File: src/design/qucnt_pkg.sv
// Package for the quad up-counter timer block: word types, operation and
// register codes, control bit positions. No dependencies.
package qucnt_pkg;

   localparam int NUM_TIMERS  = 4;
   localparam int COUNT_WIDTH = 32;
   localparam int DATA_WIDTH  = 32;
   localparam int IRQ_WIDTH   = 4;
   localparam int CTL_WIDTH   = 3;

   // control register bits
   localparam int CTL_ENABLE_BIT   = 0;
   localparam int CTL_IRQ_EN_BIT   = 1;
   localparam int CTL_PERIODIC_BIT = 2;

   localparam logic [COUNT_WIDTH-1:0] COUNT_MAX = '1;

   typedef enum logic [1:0] {
      OP_READ  = 2'd0,
      OP_WRITE = 2'd1,
      OP_TICK  = 2'd2
   } op_type;

   typedef enum logic [1:0] {
      REG_CONTROL = 2'd0,
      REG_RELOAD  = 2'd1,
      REG_COUNT   = 2'd2,
      REG_ACK     = 2'd3
   } reg_sel_type;

   typedef struct packed {
      logic [1:0]            operation;
      logic [1:0]            timer_select;
      logic [1:0]            register_select;
      logic [DATA_WIDTH-1:0] write_data;
   } req_type;

   typedef struct packed {
      logic [DATA_WIDTH-1:0] read_data;
      logic [IRQ_WIDTH-1:0]  irq_lines;
   } rsp_type;

endpackage

File: src/design/quad_up_counter_timer_block_core.sv
// Quad up-counter timer block: top level, request register, execute logic,
// timer state and response register. Depends on qucnt_pkg.
//
//   channel | direction | handshake            | word
//   --------+-----------+----------------------+---------------------
//   req     | in        | req_valid/req_stall  | qucnt_pkg::req_type
//   rsp     | out       | rsp_valid/rsp_stall  | qucnt_pkg::rsp_type
//
// A word is held in the request register and is executed on the edge that moves
// it into the response register.
// One word per clock is sustained while rsp is not stalled; the execute step (one
// 32-bit increment and compare per timer) bounds the cycle.
// Reset (synchronous) clears all timer state and both valid flags.
// A stalled rsp holds its word; req stalls only while the request register is
// full and the response register cannot drain in the same cycle.
module quad_up_counter_timer_block_core (
   input  logic               clock,
   input  logic               reset,
   input  logic               req_valid,
   output logic               req_stall,
   input  qucnt_pkg::req_type req_data,
   output logic               rsp_valid,
   input  logic               rsp_stall,
   output qucnt_pkg::rsp_type rsp_data
);

   // request register
   logic               s1_valid_ff;
   qucnt_pkg::req_type s1_word_ff;

   // response register
   logic               rsp_valid_ff;
   qucnt_pkg::rsp_type rsp_word_ff;
   qucnt_pkg::rsp_type rsp_word_in;

   // timer state
   logic [qucnt_pkg::CTL_WIDTH-1:0]   ctl_ff    [qucnt_pkg::NUM_TIMERS];
   logic [qucnt_pkg::CTL_WIDTH-1:0]   ctl_in    [qucnt_pkg::NUM_TIMERS];
   logic [qucnt_pkg::COUNT_WIDTH-1:0] reload_ff [qucnt_pkg::NUM_TIMERS];
   logic [qucnt_pkg::COUNT_WIDTH-1:0] reload_in [qucnt_pkg::NUM_TIMERS];
   logic [qucnt_pkg::COUNT_WIDTH-1:0] count_ff  [qucnt_pkg::NUM_TIMERS];
   logic [qucnt_pkg::COUNT_WIDTH-1:0] count_in  [qucnt_pkg::NUM_TIMERS];
   logic [qucnt_pkg::NUM_TIMERS-1:0]  pend_ff;
   logic [qucnt_pkg::NUM_TIMERS-1:0]  pend_in;

   logic out_ready;
   logic s1_fire;

   // The response register can take a word when it is empty or draining now.
   assign out_ready = !rsp_valid_ff || !rsp_stall;
   assign s1_fire   = s1_valid_ff && out_ready;
   assign req_stall = s1_valid_ff && !out_ready;

   assign rsp_valid = rsp_valid_ff;
   assign rsp_data  = rsp_word_ff;

   // Request register: refill whenever the held word moves on or it is empty.
   always_ff @(posedge clock) begin
      if (reset) begin
         s1_valid_ff <= 1'b0;
      end else if (!req_stall) begin
         s1_valid_ff <= req_valid;
      end
      if (req_valid && !req_stall) begin
         s1_word_ff <= req_data;
      end
   end

   // Execute: one read, one write or one tick of all timers; the unused code changes nothing.
   always_comb begin
      ctl_in      = ctl_ff;
      reload_in   = reload_ff;
      count_in    = count_ff;
      pend_in     = pend_ff;
      rsp_word_in = '0;

      unique case (s1_word_ff.operation)
         qucnt_pkg::OP_READ: begin
            unique case (s1_word_ff.register_select)
               qucnt_pkg::REG_CONTROL: begin
                  rsp_word_in.read_data = {
                     {(qucnt_pkg::DATA_WIDTH-qucnt_pkg::CTL_WIDTH){1'b0}},
                     ctl_ff[s1_word_ff.timer_select]};
               end
               qucnt_pkg::REG_RELOAD: begin
                  rsp_word_in.read_data = reload_ff[s1_word_ff.timer_select];
               end
               qucnt_pkg::REG_COUNT: begin
                  rsp_word_in.read_data = count_ff[s1_word_ff.timer_select];
               end
               qucnt_pkg::REG_ACK: begin
                  rsp_word_in.read_data = {{(qucnt_pkg::DATA_WIDTH-1){1'b0}},
                                           pend_ff[s1_word_ff.timer_select]};
               end
               default: ;
            endcase
         end
         qucnt_pkg::OP_WRITE: begin
            unique case (s1_word_ff.register_select)
               qucnt_pkg::REG_CONTROL: begin
                  // reserved bits drop here
                  ctl_in[s1_word_ff.timer_select] =
                     s1_word_ff.write_data[qucnt_pkg::CTL_WIDTH-1:0];
               end
               qucnt_pkg::REG_RELOAD: begin
                  // reload also loads the count
                  reload_in[s1_word_ff.timer_select] = s1_word_ff.write_data;
                  count_in[s1_word_ff.timer_select]  = s1_word_ff.write_data;
               end
               qucnt_pkg::REG_COUNT: begin
                  count_in[s1_word_ff.timer_select] = s1_word_ff.write_data;
               end
               qucnt_pkg::REG_ACK: begin
                  // only a zero write acknowledges
                  if (s1_word_ff.write_data == '0) begin
                     pend_in[s1_word_ff.timer_select] = 1'b0;
                  end
               end
               default: ;
            endcase
         end
         qucnt_pkg::OP_TICK: begin
            // advance every enabled timer in parallel
            for (int t = 0; t < qucnt_pkg::NUM_TIMERS; t++) begin
               if (ctl_ff[t][qucnt_pkg::CTL_ENABLE_BIT]) begin
                  if (count_ff[t] == qucnt_pkg::COUNT_MAX) begin
                     if (ctl_ff[t][qucnt_pkg::CTL_PERIODIC_BIT]) begin
                        count_in[t] = reload_ff[t];
                     end else begin
                        // one-shot: wrap and stop
                        count_in[t] = '0;
                        ctl_in[t][qucnt_pkg::CTL_ENABLE_BIT] = 1'b0;
                     end
                     if (ctl_ff[t][qucnt_pkg::CTL_IRQ_EN_BIT]) begin
                        pend_in[t] = 1'b1;
                     end
                  end else begin
                     count_in[t] = count_ff[t] +
                                   {{(qucnt_pkg::COUNT_WIDTH-1){1'b0}}, 1'b1};
                  end
               end
            end
         end
         default: ;
      endcase

      rsp_word_in.irq_lines = pend_in;
   end

   // Timer state commits when the word executes.
   always_ff @(posedge clock) begin
      if (reset) begin
         for (int t = 0; t < qucnt_pkg::NUM_TIMERS; t++) begin
            ctl_ff[t]    <= '0;
            reload_ff[t] <= '0;
            count_ff[t]  <= '0;
         end
         pend_ff <= '0;
      end else if (s1_fire) begin
         ctl_ff    <= ctl_in;
         reload_ff <= reload_in;
         count_ff  <= count_in;
         pend_ff   <= pend_in;
      end
   end

   // Response register: hold while stalled, load the executed word.
   always_ff @(posedge clock) begin
      if (reset) begin
         rsp_valid_ff <= 1'b0;
      end else if (out_ready) begin
         rsp_valid_ff <= s1_valid_ff;
      end
      if (s1_fire) begin
         rsp_word_ff <= rsp_word_in;
      end
   end

   // Only a tick can raise a pending flag.
   assert property (@(posedge clock) disable iff (reset)
      (s1_fire && s1_word_ff.operation != qucnt_pkg::OP_TICK)
      |=> ((pend_ff & ~$past(pend_ff)) == '0))
      else $error("pending flag rose without a tick");

   // A write returns zero data.
   assert property (@(posedge clock) disable iff (reset)
      (s1_fire && s1_word_ff.operation == qucnt_pkg::OP_WRITE)
      |=> (rsp_word_ff.read_data == '0))
      else $error("write returned nonzero read data");

   // The interrupt lines of a fresh response match the committed flags.
   assert property (@(posedge clock) disable iff (reset)
      s1_fire |=> (rsp_word_ff.irq_lines == pend_ff))
      else $error("irq lines differ from pending flags");

   // req stalls only while both the request and response registers are full.
   assert property (@(posedge clock) disable iff (reset)
      req_stall |-> (s1_valid_ff && rsp_valid_ff))
      else $error("req stalled with room to accept");

endmodule

File: config.mk
export PLATFORM = sky130hd
export DESIGN_NAME = quad_up_counter_timer_block_core
export DESIGN_NICKNAME = d
export VERILOG_FILES = /design/src/design/qucnt_pkg.sv /design/src/design/quad_up_counter_timer_block_core.sv
export SDC_FILE = /design/constraint.sdc
export NUM_CORES = 1
export LEC_CHECK = 0
export BUFFER_PORTS_ARGS = -buffer_cell sky130_fd_sc_hd__buf_2
export CAP_MARGIN = 40
export CORE_MARGIN = 3
export CORE_UTILIZATION = 31
export DETAILED_ROUTE_END_ITERATION = 6
export PLACE_DENSITY = 0.54
export SYNTH_ARGS = -nofsm -noshare
export SYNTH_HDL_FRONTEND = slang
export SYNTH_SLANG_ARGS = --single-unit
File: constraint.sdc
create_clock -name clock -period 9 [get_ports clock]
set_clock_uncertainty 0.2 [all_clocks]
set_input_delay 0 -clock clock [delete_from_list [all_inputs] [get_ports clock]]
set_output_delay 0 -clock clock [all_outputs]
set_load 0.02 [all_outputs]
Word level (Yosys, flattened, before mapping)
Index checks and enable logic that the tools add are counted.
{ "totals": {"regBits": 348, "input_bits": 42, "elab_cells": 140, "output_inout_bits": 38} }
{ "op_classes": {"magnitude_cmp": 4, "add_sub_neg": 4, "mux": 67, "bitwise": 3, "n_eq_ne": 15, "n_reduce_logical": 22} }
{ "op_table": {"columns": ["cell", "count"], "rows": [
  ["$mux W32", 17],
  ["$bwmux W128", 2],
  ["$pmux W128 S2", 1],
  ["$add A32 B1 Y32 const B", 4],
  ["$bmux W32 S2", 2],
  ["$eq A32 B32 Y1 const B", 4],
  ["$mux W128", 1],
  ["$pmux W32 S4", 1],
  ["$demux W32 S2", 1],
  ["$logic_not A32 Y1", 1],
  ["$mux W1", 26],
  ["$reduce_and A4 Y1", 4],
  ["$bwmux W12", 1],
  ["$mux W10", 1],
  ["$ne A2 B2 Y1 const B", 5],
  ["$mux W3", 3],
  ["$reduce_and A3 Y1", 3],
  ["$mux W4", 2],
  ["$pmux W1 S2", 4],
  ["$pmux W4 S2", 1],
  ["$bmux W3 S2", 1],
  ["$demux W3 S2", 1],
  ["$eq A2 B2 Y1 const B", 3],
  ["$logic_and A1 B1 Y1", 5],
  ["16 further kinds", 21]
]} }

Logic depth before layout (Yosys ltp)
Gate-level depths: netlist (run 1).
{ "depth": {"ltp_word": 9, "depth_mapped": 11, "mapped_depth_nobuf": 8} }

Worst setup path after synthesis (run 1)
OpenSTA, ideal clock, no wires.
{ "synth_path": {"path_kind": "reg2reg", "startpoint": "reg rsp_valid_ff, in the netlist rsp_valid", "endpoint": "reg s1_word_ff[0] (netlist name) (enable)", "slack_ns": 5.968, "period_less_slack_ns": 3.032, "n_path_buf": 0, "setup_time_ns": 0.437, "required_time_ns": 8.363, "path_stages_with_launch": 3, "t_arrival_ns": 2.395, "path_cell_list": "dfxtp_1 -> and3_1 -> nor2b_1"} }
{ "synth_between": {"elab_chain_cells": 6} }
{ "synth_rtl": {"columns": ["element", "line_no", "source"], "rows": [
  ["from (decl)", "quad_up_counter_timer_block_core.sv:32", "logic rsp_valid_ff;"],
  ["from (signal assigned)", "quad_up_counter_timer_block_core.sv:172", "rsp_valid_ff <= s1_valid_ff;"],
  ["$logic_not A1 Y1", "quad_up_counter_timer_block_core.sv:50", "assign out_ready = !rsp_valid_ff || !rsp_stall;"],
  ["$logic_or A1 B1 Y1", "quad_up_counter_timer_block_core.sv:50", null],
  ["$logic_not A1 Y1", "quad_up_counter_timer_block_core.sv:52", "assign req_stall = s1_valid_ff && !out_ready;"],
  ["$logic_and A1 B1 Y1", "quad_up_counter_timer_block_core.sv:52", null],
  ["via req_stall", "quad_up_counter_timer_block_core.sv:20", "output logic req_stall,"],
  ["$logic_not A1 Y1", "quad_up_counter_timer_block_core.sv:64", "if (req_valid && !req_stall) begin"],
  ["$logic_and A1 B1 Y1", "quad_up_counter_timer_block_core.sv:64", null],
  ["to (signal assigned)", "quad_up_counter_timer_block_core.sv:65", "s1_word_ff <= req_data;"],
  ["to (decl)", "quad_up_counter_timer_block_core.sv:29", "qucnt_pkg::req_type s1_word_ff;"]
]} }
The timed path passes the listed nets, and every way through them passes these cells.
A chain may end at the register's enable or synchronous reset.

Worst setup path in the final report (run 1)
{ "layout_path": {"startpoint": "reg s1_word_ff[36] (netlist name)", "endpoint": "reg count_ff[82] (netlist name)"} }
{ "layout_between": {"elab_chain_cells": 3, "elab_cells_between_ends": 7, "classes_between": "4 x eq/ne; 1 x mux; 2 x reduce/logical"} }
{ "layout_rtl": {"columns": ["element", "line_no", "source"], "rows": [
  ["$eq A2 B2 Y1 / $eq A2 B1 Y1 (equally long branches)", "quad_up_counter_timer_block_core.sv:77", "unique case (s1_word_ff.operation)"],
  ["$ne A2 B2 Y1 (no source line) / $reduce_bool A2 Y1 (equally long branches)", null, null],
  ["$reduce_and A4 Y1 (no source line)", null, null],
  ["to (signal assigned)", "quad_up_counter_timer_block_core.sv:162", "count_ff <= count_in;"],
  ["to (decl)", "quad_up_counter_timer_block_core.sv:41", "logic [qucnt_pkg::COUNT_WIDTH-1:0] count_ff [qucnt_pkg::NUM_TIMERS];"]
]} }
Parallel ways exist; a longest one is shown, timed or not.

==> results_dict.tcl, run 1 <==
set metrics [dict create \
    setup_viol 0 \
    cp_common_cell "buf_4" \
    holdWs_ns 0.0495 \
    num_vias 20200 \
    r2r_cells 9 \
    hold_viol_final 0 \
    mostFrequentLayoutCells "450 x nand2_1, 281 x a21oi_1, 274 x dfxtp_1, 170 x o21ai_0, 124 x nor2_1" \
    fmax_mhz 225 \
    grt_pass1_vias 19000 \
    grt_overflow 0 \
    routedWlPerCell_um 27.7 \
    cts_max_level 2 \
    synth.cell_area_um2 19400 \
    layout.nets 2457 \
    cts_buffers 42 \
    crit_family "simple AND/OR/NAND/NOR gates" \
    clock-sinks 348 \
    cellPowerDensity_nw_per_um2 162 \
    combPwrFrac_pct 7.9 \
    sw_frac_of_total_pct 26.4 \
    power.total_mw 3.70 \
    clk_path_buf_depth 3 \
    crit_buf_inv 3 \
    hold_class "primary input to flop" \
    reg2reg_slack_ns 4.55 \
    rsz0062_at_grt "false" \
    initial_core_util_pct 31.4 \
    area_growth_pct 18.1 \
    crit_required_ns 9.30 \
    antenna_found_initial 0 \
    wirelength_um 90700 \
    grt_usage_pct 26.7 \
    start_kind "flop" \
    dieArea_um2 65600 \
    critPathCaptureType "flop" \
    synth_area_leaders "dfxtp_1 28%, edfxtp_1 11%, nand2_1 8.7%" \
    ys_types 78 \
    cts-root-buf "clkbuf_16" \
    report.final.slew_viol_count 0 \
    status "finished, final reports clean" \
    final_common_cell "nand2_1" \
    firstDrtPassIters 6 \
    cts_tree "done" \
    path_cells "inv_1 > ha_4 > buf_4 > nand2_1 > a21oi_4 > buf_4 > nor2_1 > or4_1 > o31ai_1" \
    drtAntennaViolNets 0 \
    grt_start_max_net_pins 80 \
    p_int_mw 2.72 \
    yosysTopAreaCell "dfxtp_1" \
    boundaryPins 80 \
    whs_endpoint "rsp_valid$_SDFFE_PP0N_" \
    fp.dieH_um 256 \
    netlist_instances 2337 \
    numPortBuffers 79 \
    clk_latency_ns 0.59 \
    synth-seq-cells 348 \
    worstSetupPathType "flop to flop" \
    leakage_nw 7.40 \
    ys_seq_area_share_pct 39.8 \
    maxCapViolCount 0 \
    drc_errors 0 \
    min_from "rsp_stall" \
    crit_slowest_cell "a21oi_4" \
    hold_path_depth 4 \
    post_cts_buffers 0 \
    fin_crit_ns 4.45 \
    crit_fanout 42 \
    period_share_pct 49.5 \
    slowest_delay_ns 0.85 \
    pwr-share-clk_pct 46.5 \
    sequentialPowerShare_pct 45.7 \
    grt_first_pass_wirelength_um 132000 \
    drt_iter0_markers 2418 \
    synth_edf_count 74 \
    fillers 6281 \
    tns_ns 0 \
    design.core.area_um2 61800 \
    die_w_um 256 \
    worst_slew_pin_slew_ns 1.03 \
    worst-endpoint-arrival_ns 4.75 \
    peakVddDrop_v 0.000120 \
    dp_hpwl_um 60700 \
    clk_pin_slew_ns 0.06 \
    worstReg2RegEnd "count_ff[82]$_SDFFE_PP0P_" \
    avgSynthCellArea_um2 8.30 \
    yosys_warnings 0 \
    slew_headroom_pct 31.3 \
    yosysTopAreaCellShare_pct 28.3 \
    gp_congestion 0.975 \
    syn_nets 2391 \
    rows 91 \
    num_antenna_cells 0 \
    reg2reg_from "s1_word_ff[36]$_DFFE_PP_" \
    async_reset_ff_share_pct 0 \
    synth_ff_type "dfxtp_1" \
    via_per_inst 6.16 \
    p_sw_mw 0.977 \
    drive_above_1_share_pct 13.0 \
]
[logic make-up after synthesis]
kind of cell             synth area share (%)
multiplexers                             8.16
AO/OA/AOI/OAI                            20.8
AND/OR/NAND/NOR                          21.7
adder cells (fa/ha/maj)                 0.774
flip-flops                               39.8
buffers and inverters                    4.60
XOR/XNOR                                 4.16
[what timing repair did]
action | in CTS | in global routing
hold endpoints to repair | 111 | 0
setup endpoints to repair | 0 | 0
hold buffers | 80 | 0
resized for setup | 0 | 0
[power by group through the flow]
stage	combinational (mW)	sequential (mW)	clock, mW
3_3_place_gp	0.253	1.72	0
5_1_grt	0.306	1.69	1.80
4_1_cts	0.286	1.69	1.74
3_5_place_dp	0.260	1.72	0
2_1_floorplan	0.158	1.69	0
6_report	0.291	1.69	1.72
[layout make-up]
cell class / count / area, µm² / area share, %
Clock inverter: 25 / 230 / 1.01
Timing Repair Buffer: 225 / 1790 / 7.83
Multi-Input combinational cell: 1762 / 10900 / 47.7
Inverter: 24 / 90.1 / 0.393
Clock buffer: 52 / 1120 / 4.89
Tap cell: 837 / 1050 / 4.57
Sequential cell: 348 / 7710 / 33.7
[synthesized netlist by cell type (4+ instances only)]
| cell | n |
|---|---|
| inv_1 | 24 |
| nand2b_1 | 4 |
| a21o_1 | 4 |
| o32ai_1 | 9 |
| or2_2 | 6 |
| o21ai_0 | 171 |
| and3_1 | 40 |
| o2111ai_1 | 6 |
| edfxtp_1 | 74 |
| mux2i_1 | 4 |
| and2_1 | 12 |
| a311oi_1 | 11 |
| a22oi_1 | 37 |
| a21boi_0 | 4 |
| nand3_1 | 105 |
| or3_1 | 9 |
| dfxtp_1 | 274 |
| clkbuf_1 | 175 |
| or4_1 | 4 |
| a41oi_1 | 6 |
| nand2_1 | 450 |
| buf_2 | 13 |
| nor2_1 | 130 |
| and4_1 | 20 |
| nor4_1 | 24 |
| nand4_1 | 43 |
| nor3_1 | 26 |
| a2111oi_0 | 7 |
| a31oi_1 | 34 |
| a21oi_1 | 283 |
| ha_1 | 12 |
| nor2b_1 | 19 |
| a221oi_1 | 40 |
| buf_1 | 8 |
| o211ai_1 | 8 |
| o22ai_1 | 5 |
| a211oi_1 | 10 |
| xnor2_1 | 62 |
| xor2_1 | 30 |
| mux4_2 | 68 |
| and2_0 | 4 |
[flip-flops by register name, indices dropped and copies added (netlist names)]
| signal | flops |
|---|---|
| rsp_valid | 1 |
| rsp_data | 36 |
| s1_word_ff | 38 |
| count_ff | 128 |
| s1_valid_ff | 1 |
| ctl_ff | 12 |
| reload_ff | 128 |
| pend_ff | 4 |
[worst min-delay path, cell delays in order]
cell	delay, ns
dlygate4sd3_1	0.52
buf_2	0.12
a21oi_1	0.07
nor2_1	0.08
[stage by stage]
| stage | cells | area, µm² | setup WS (ns) | utilization [%] |
|---|---|---|---|---|
| 2_1_floorplan | 2337 | 19400 | 5.97 | - |
| 4_1_cts | 3272 | 22900 | 4.64 | 37.0 |
| 5_1_grt | 3273 | 22900 | 4.44 | 37.0 |
| 3_5_place_dp | 3115 | 20700 | 4.62 | 33.6 |
| 6_report | 3273 | 22900 | 4.55 | 37.0 |
| 3_3_place_gp | 3104 | 20600 | 4.60 | 33.3 |
[worst max path at each step]
stage / slack (ns) / depth (start not counted) / end / start
floorplan: 5.97 / 2 / s1_word_ff[0]$_DFFE_PP_ / rsp_valid$_SDFFE_PP0N_
global placement: 4.60 / 9 / count_ff[22]$_SDFFE_PP0P_ / s1_word_ff[36]$_DFFE_PP_
detailed placement: 4.62 / 9 / count_ff[82]$_SDFFE_PP0P_ / s1_word_ff[36]$_DFFE_PP_
CTS: 4.64 / 9 / count_ff[82]$_SDFFE_PP0P_ / s1_word_ff[36]$_DFFE_PP_
global route: 4.44 / 9 / count_ff[82]$_SDFFE_PP0P_ / s1_word_ff[36]$_DFFE_PP_
finish: 4.55 / 9 / count_ff[82]$_SDFFE_PP0P_ / s1_word_ff[36]$_DFFE_PP_
[per-layer routing]
| metal | vias to the layer above | track usage [%] | part of all wire, % |
|---|---|---|---|
| met5 | - | 0 | 0 |
| li1 | 8673 | - | - |
| met2 | 1320 | 41.2 | 44 |
| met1 | 9917 | 35.5 | 39 |
| met4 | 0 | 12.9 | 5.2 |
| met3 | 250 | 5.65 | 11 |
Note: power is estimated with default switching activity, not from simulation.
==> run 2, diff against run 1 <==
--- a/config.mk
+++ b/config.mk
@@ -5,6 +5,7 @@
 export SDC_FILE = /design/constraint.sdc
 export NUM_CORES = 1
 export LEC_CHECK = 0
+export ABC_AREA = 1
 export BUFFER_PORTS_ARGS = -buffer_cell sky130_fd_sc_hd__buf_2
 export CAP_MARGIN = 40
 export CORE_MARGIN = 3
==> constraint.sdc (replaced) <==
create_clock -name clock -period 4.7 [get_ports clock]
set_clock_uncertainty 0.2 [all_clocks]
set_input_delay 0 -clock clock [delete_from_list [all_inputs] [get_ports clock]]
set_output_delay 0 -clock clock [all_outputs]
set_load 0.02 [all_outputs]
==> results_dict.tcl, run 2 <==
set metrics [dict create \
    status "finished, final reports clean" \
    die_w_um 264 \
    sw_frac_of_total_pct 25.8 \
    worst-endpoint-arrival_ns 3.60 \
    grt_usage_pct 25.3 \
    grt_start_max_net_pins 116 \
    slew_headroom_pct 38.5 \
    yosysTopAreaCellShare_pct 26.5 \
    synth_area_leaders "dfxtp_1 26%, nand2_1 15%, edfxtp_1 11%" \
    setup_viol 0 \
    crit_fanout 67 \
    numPortBuffers 79 \
    cts_max_level 2 \
    clk_latency_ns 0.58 \
    final-seq-area_um2 7710 \
    cts_resized 0 \
    reg2reg_slack_ns 1.36 \
    holdWs_ns 0.291 \
    combPwrFrac_pct 7.1 \
    power.total_mw 7.41 \
    synth-seq-cells 348 \
    grt_overflow 0 \
    cts-root-buf "clkbuf_16" \
    fillers 7018 \
    maxCapViolCount 0 \
    synth_top_family_by_area "simple AND/OR/NAND/NOR gates" \
    synth.most_common_cell "nand2_1" \
    synthAdderAreaFrac_pct 0.725 \
    worstSetupPathType "flop to flop" \
    firstDrtPassIters 6 \
    drtAntennaViolNets 0 \
    synth_common_cells "825 x nand2_1, 495 x nor2_1, 298 x o21ai_0, 274 x dfxtp_1, 175 x a21oi_1" \
    netlist_instances 3113 \
    cellPowerDensity_nw_per_um2 307 \
    crit_start "s1_word_ff[36]$_DFFE_PP_" \
    stdcell_count 4048 \
    synthMuxAreaShare_pct 0 \
    report.final.slew_viol_count 0 \
    r2r_cells 11 \
    leakage_nw 9.24 \
    dieArea_um2 70000 \
    wirelength_um 91600 \
    p_sw_mw 1.92 \
    synth_compound_area_share_pct 21.8 \
    crit_end "count_ff[117]$_SDFFE_PP0P_" \
    synth_ff_type "dfxtp_1" \
    worstReg2RegEnd "count_ff[117]$_SDFFE_PP0P_" \
    critPathCaptureType "flop" \
    p_int_mw 5.50 \
    post_cts_buffers 0 \
    synth-simple-area-share_pct 30.7 \
    gp_congestion 0.972 \
    yosys_warnings 0 \
    syn_nets 3167 \
    postLayoutCoreUtil_pct 36.6 \
    clk_pin_slew_ns 0.06 \
    boundaryPins 80 \
    via_per_inst 5.50 \
    ys_types 46 \
    ys_seq_area_share_pct 37.2 \
    fmax_mhz 300 \
    start_kind "flop" \
    worst_slew_pin_slew_ns 0.921 \
    routedWlPerCell_um 22.6 \
    hold_viol_final 0 \
    reg2reg_from "s1_word_ff[36]$_DFFE_PP_" \
    sequentialPowerShare_pct 43.6 \
    cts_hold_buf 82 \
    grt_first_pass_wirelength_um 136000 \
    design.core.area_um2 66000 \
    mostFrequentLayoutCells "825 x nand2_1, 488 x nor2_1, 298 x o21ai_0, 274 x dfxtp_1, 175 x a21oi_1" \
    hold_class "primary input to flop" \
    final_common_cell "nand2_1" \
    async_reset_ff_share_pct 0 \
    yosysTopAreaCell "dfxtp_1" \
    num_vias 22200 \
    pwr-share-clk_pct 49.2 \
    drive_above_1_share_pct 9.17 \
    fin_crit_ns 3.34 \
    rows 94 \
    num_antenna_cells 0 \
    cts_buffers 42 \
    avgSynthCellArea_um2 6.65 \
    layout.nets 3204 \
    rsz0062_at_grt "false" \
    placed_cells 3888 \
    area_growth_pct 16.4 \
    clk_path_buf_depth 3 \
    fp.dieH_um 264 \
    initial_core_util_pct 31.4 \
    synth.cell_area_um2 20700 \
    dp_hpwl_um 62600 \
    synth_edf_count 74 \
    clock-sinks 348 \
    period_share_pct 71.0 \
    largest_registers "count_ff: 128 flops, reload_ff: 128 flops, s1_word_ff: 38 flops" \
    multi_input_area_um2 11500 \
    peakVddDrop_v 0.000201 \
    synth_xor_area_share_pct 2.37 \
    drc_errors 0 \
    antenna_found_initial 0 \
    cts_tree "done" \
    grt_pass1_vias 20800 \
    crit_required_ns 4.96 \
    tns_ns 0 \
    drt_iter0_markers 2511 \
]
run 2: changes by cell type after synthesis, moves of 26 or more:
cell	change
and3_1	-40
nand2_1	+375
nor2_1	+365
nand3_1	-26
a221oi_1	-39
o21ai_0	+127
xnor2_1	-50
mux4_2	-68
inv_1	+121
a21oi_1	-108
a31oi_1	+94
nand2_2	+27
a22oi_1	+57
run 2: per-stage QoR:
| stage | worst slack, ns | area, µm² |
|---|---|---|
| floorplan | 2.35 | 20700 |
| global placement | 1.45 | 21700 |
| detailed placement | 1.41 | 21800 |
| CTS | 1.40 | 24100 |
| global route | 1.16 | 24100 |
| finish | 1.36 | 24100 |
run 2: routing by layer:
metal | vias up | part of all wire, % | track usage (%)
met5 | - | 0 | 0
met4 | 0 | 3.8 | 8.95
met3 | 163 | 8.7 | 4.92
met2 | 970 | 46 | 41.1
met1 | 10600 | 42 | 33.8
li1 | 10500 | - | -
run 2: worst min path at each step:
stage | endpoint | cells after the start | start
6_report | count_ff[0]$_SDFFE_PP0P_ | 3 | reset
3_3_place_gp | s1_word_ff[15]$_DFFE_PP_ | 1 | req_data[15]
4_1_cts | count_ff[0]$_SDFFE_PP0P_ | 3 | reset
5_1_grt | count_ff[96]$_SDFFE_PP0P_ | 3 | reset
2_1_floorplan | s1_word_ff[0]$_DFFE_PP_ | 0 | req_data[0]
3_5_place_dp | s1_word_ff[15]$_DFFE_PP_ | 1 | req_data[15]
run 2: power by group through the flow:
stage          Combinational, mW  Sequential, mW  Clock (mW)
6_report                   0.530            3.23        3.65
3_3_place_gp               0.459            3.29           0
4_1_cts                    0.518            3.23        3.69
3_5_place_dp               0.465            3.29           0
2_1_floorplan              0.299            3.23           0
5_1_grt                    0.566            3.24        3.79
run 2: critical path, cell delays in order (launching register included):
cell	delay (ns)
edfxtp_1	0.39
inv_1	0.13
ha_4	0.26
buf_4	0.70
nand2_1	0.14
inv_1	0.10
a21oi_1	0.05
nor2_2	0.13
buf_4	0.34
inv_2	0.39
a31oi_1	0.31
a21oi_2	0.08
run 2: kinds of logic after synthesis:
| kind of cell | Yosys count |
|---|---|
| and+or+nand+nor | 1537 |
| AOI/OAI and AO/OA | 787 |
| DFF | 348 |
| xor gates and xnor gates | 56 |
| adders and majority gates | 12 |
| buffers and inverters | 373 |
run 2: layout make-up:
type / instances / area share (%)
clock buffer: 58 / 5.25
clock inverter: 20 / 1.07
inverter: 158 / 2.49
multi-input combinational: 2392 / 47.9
sequential: 348 / 32.0
tap: 864 / 4.48
timing repair buffer: 208 / 6.86
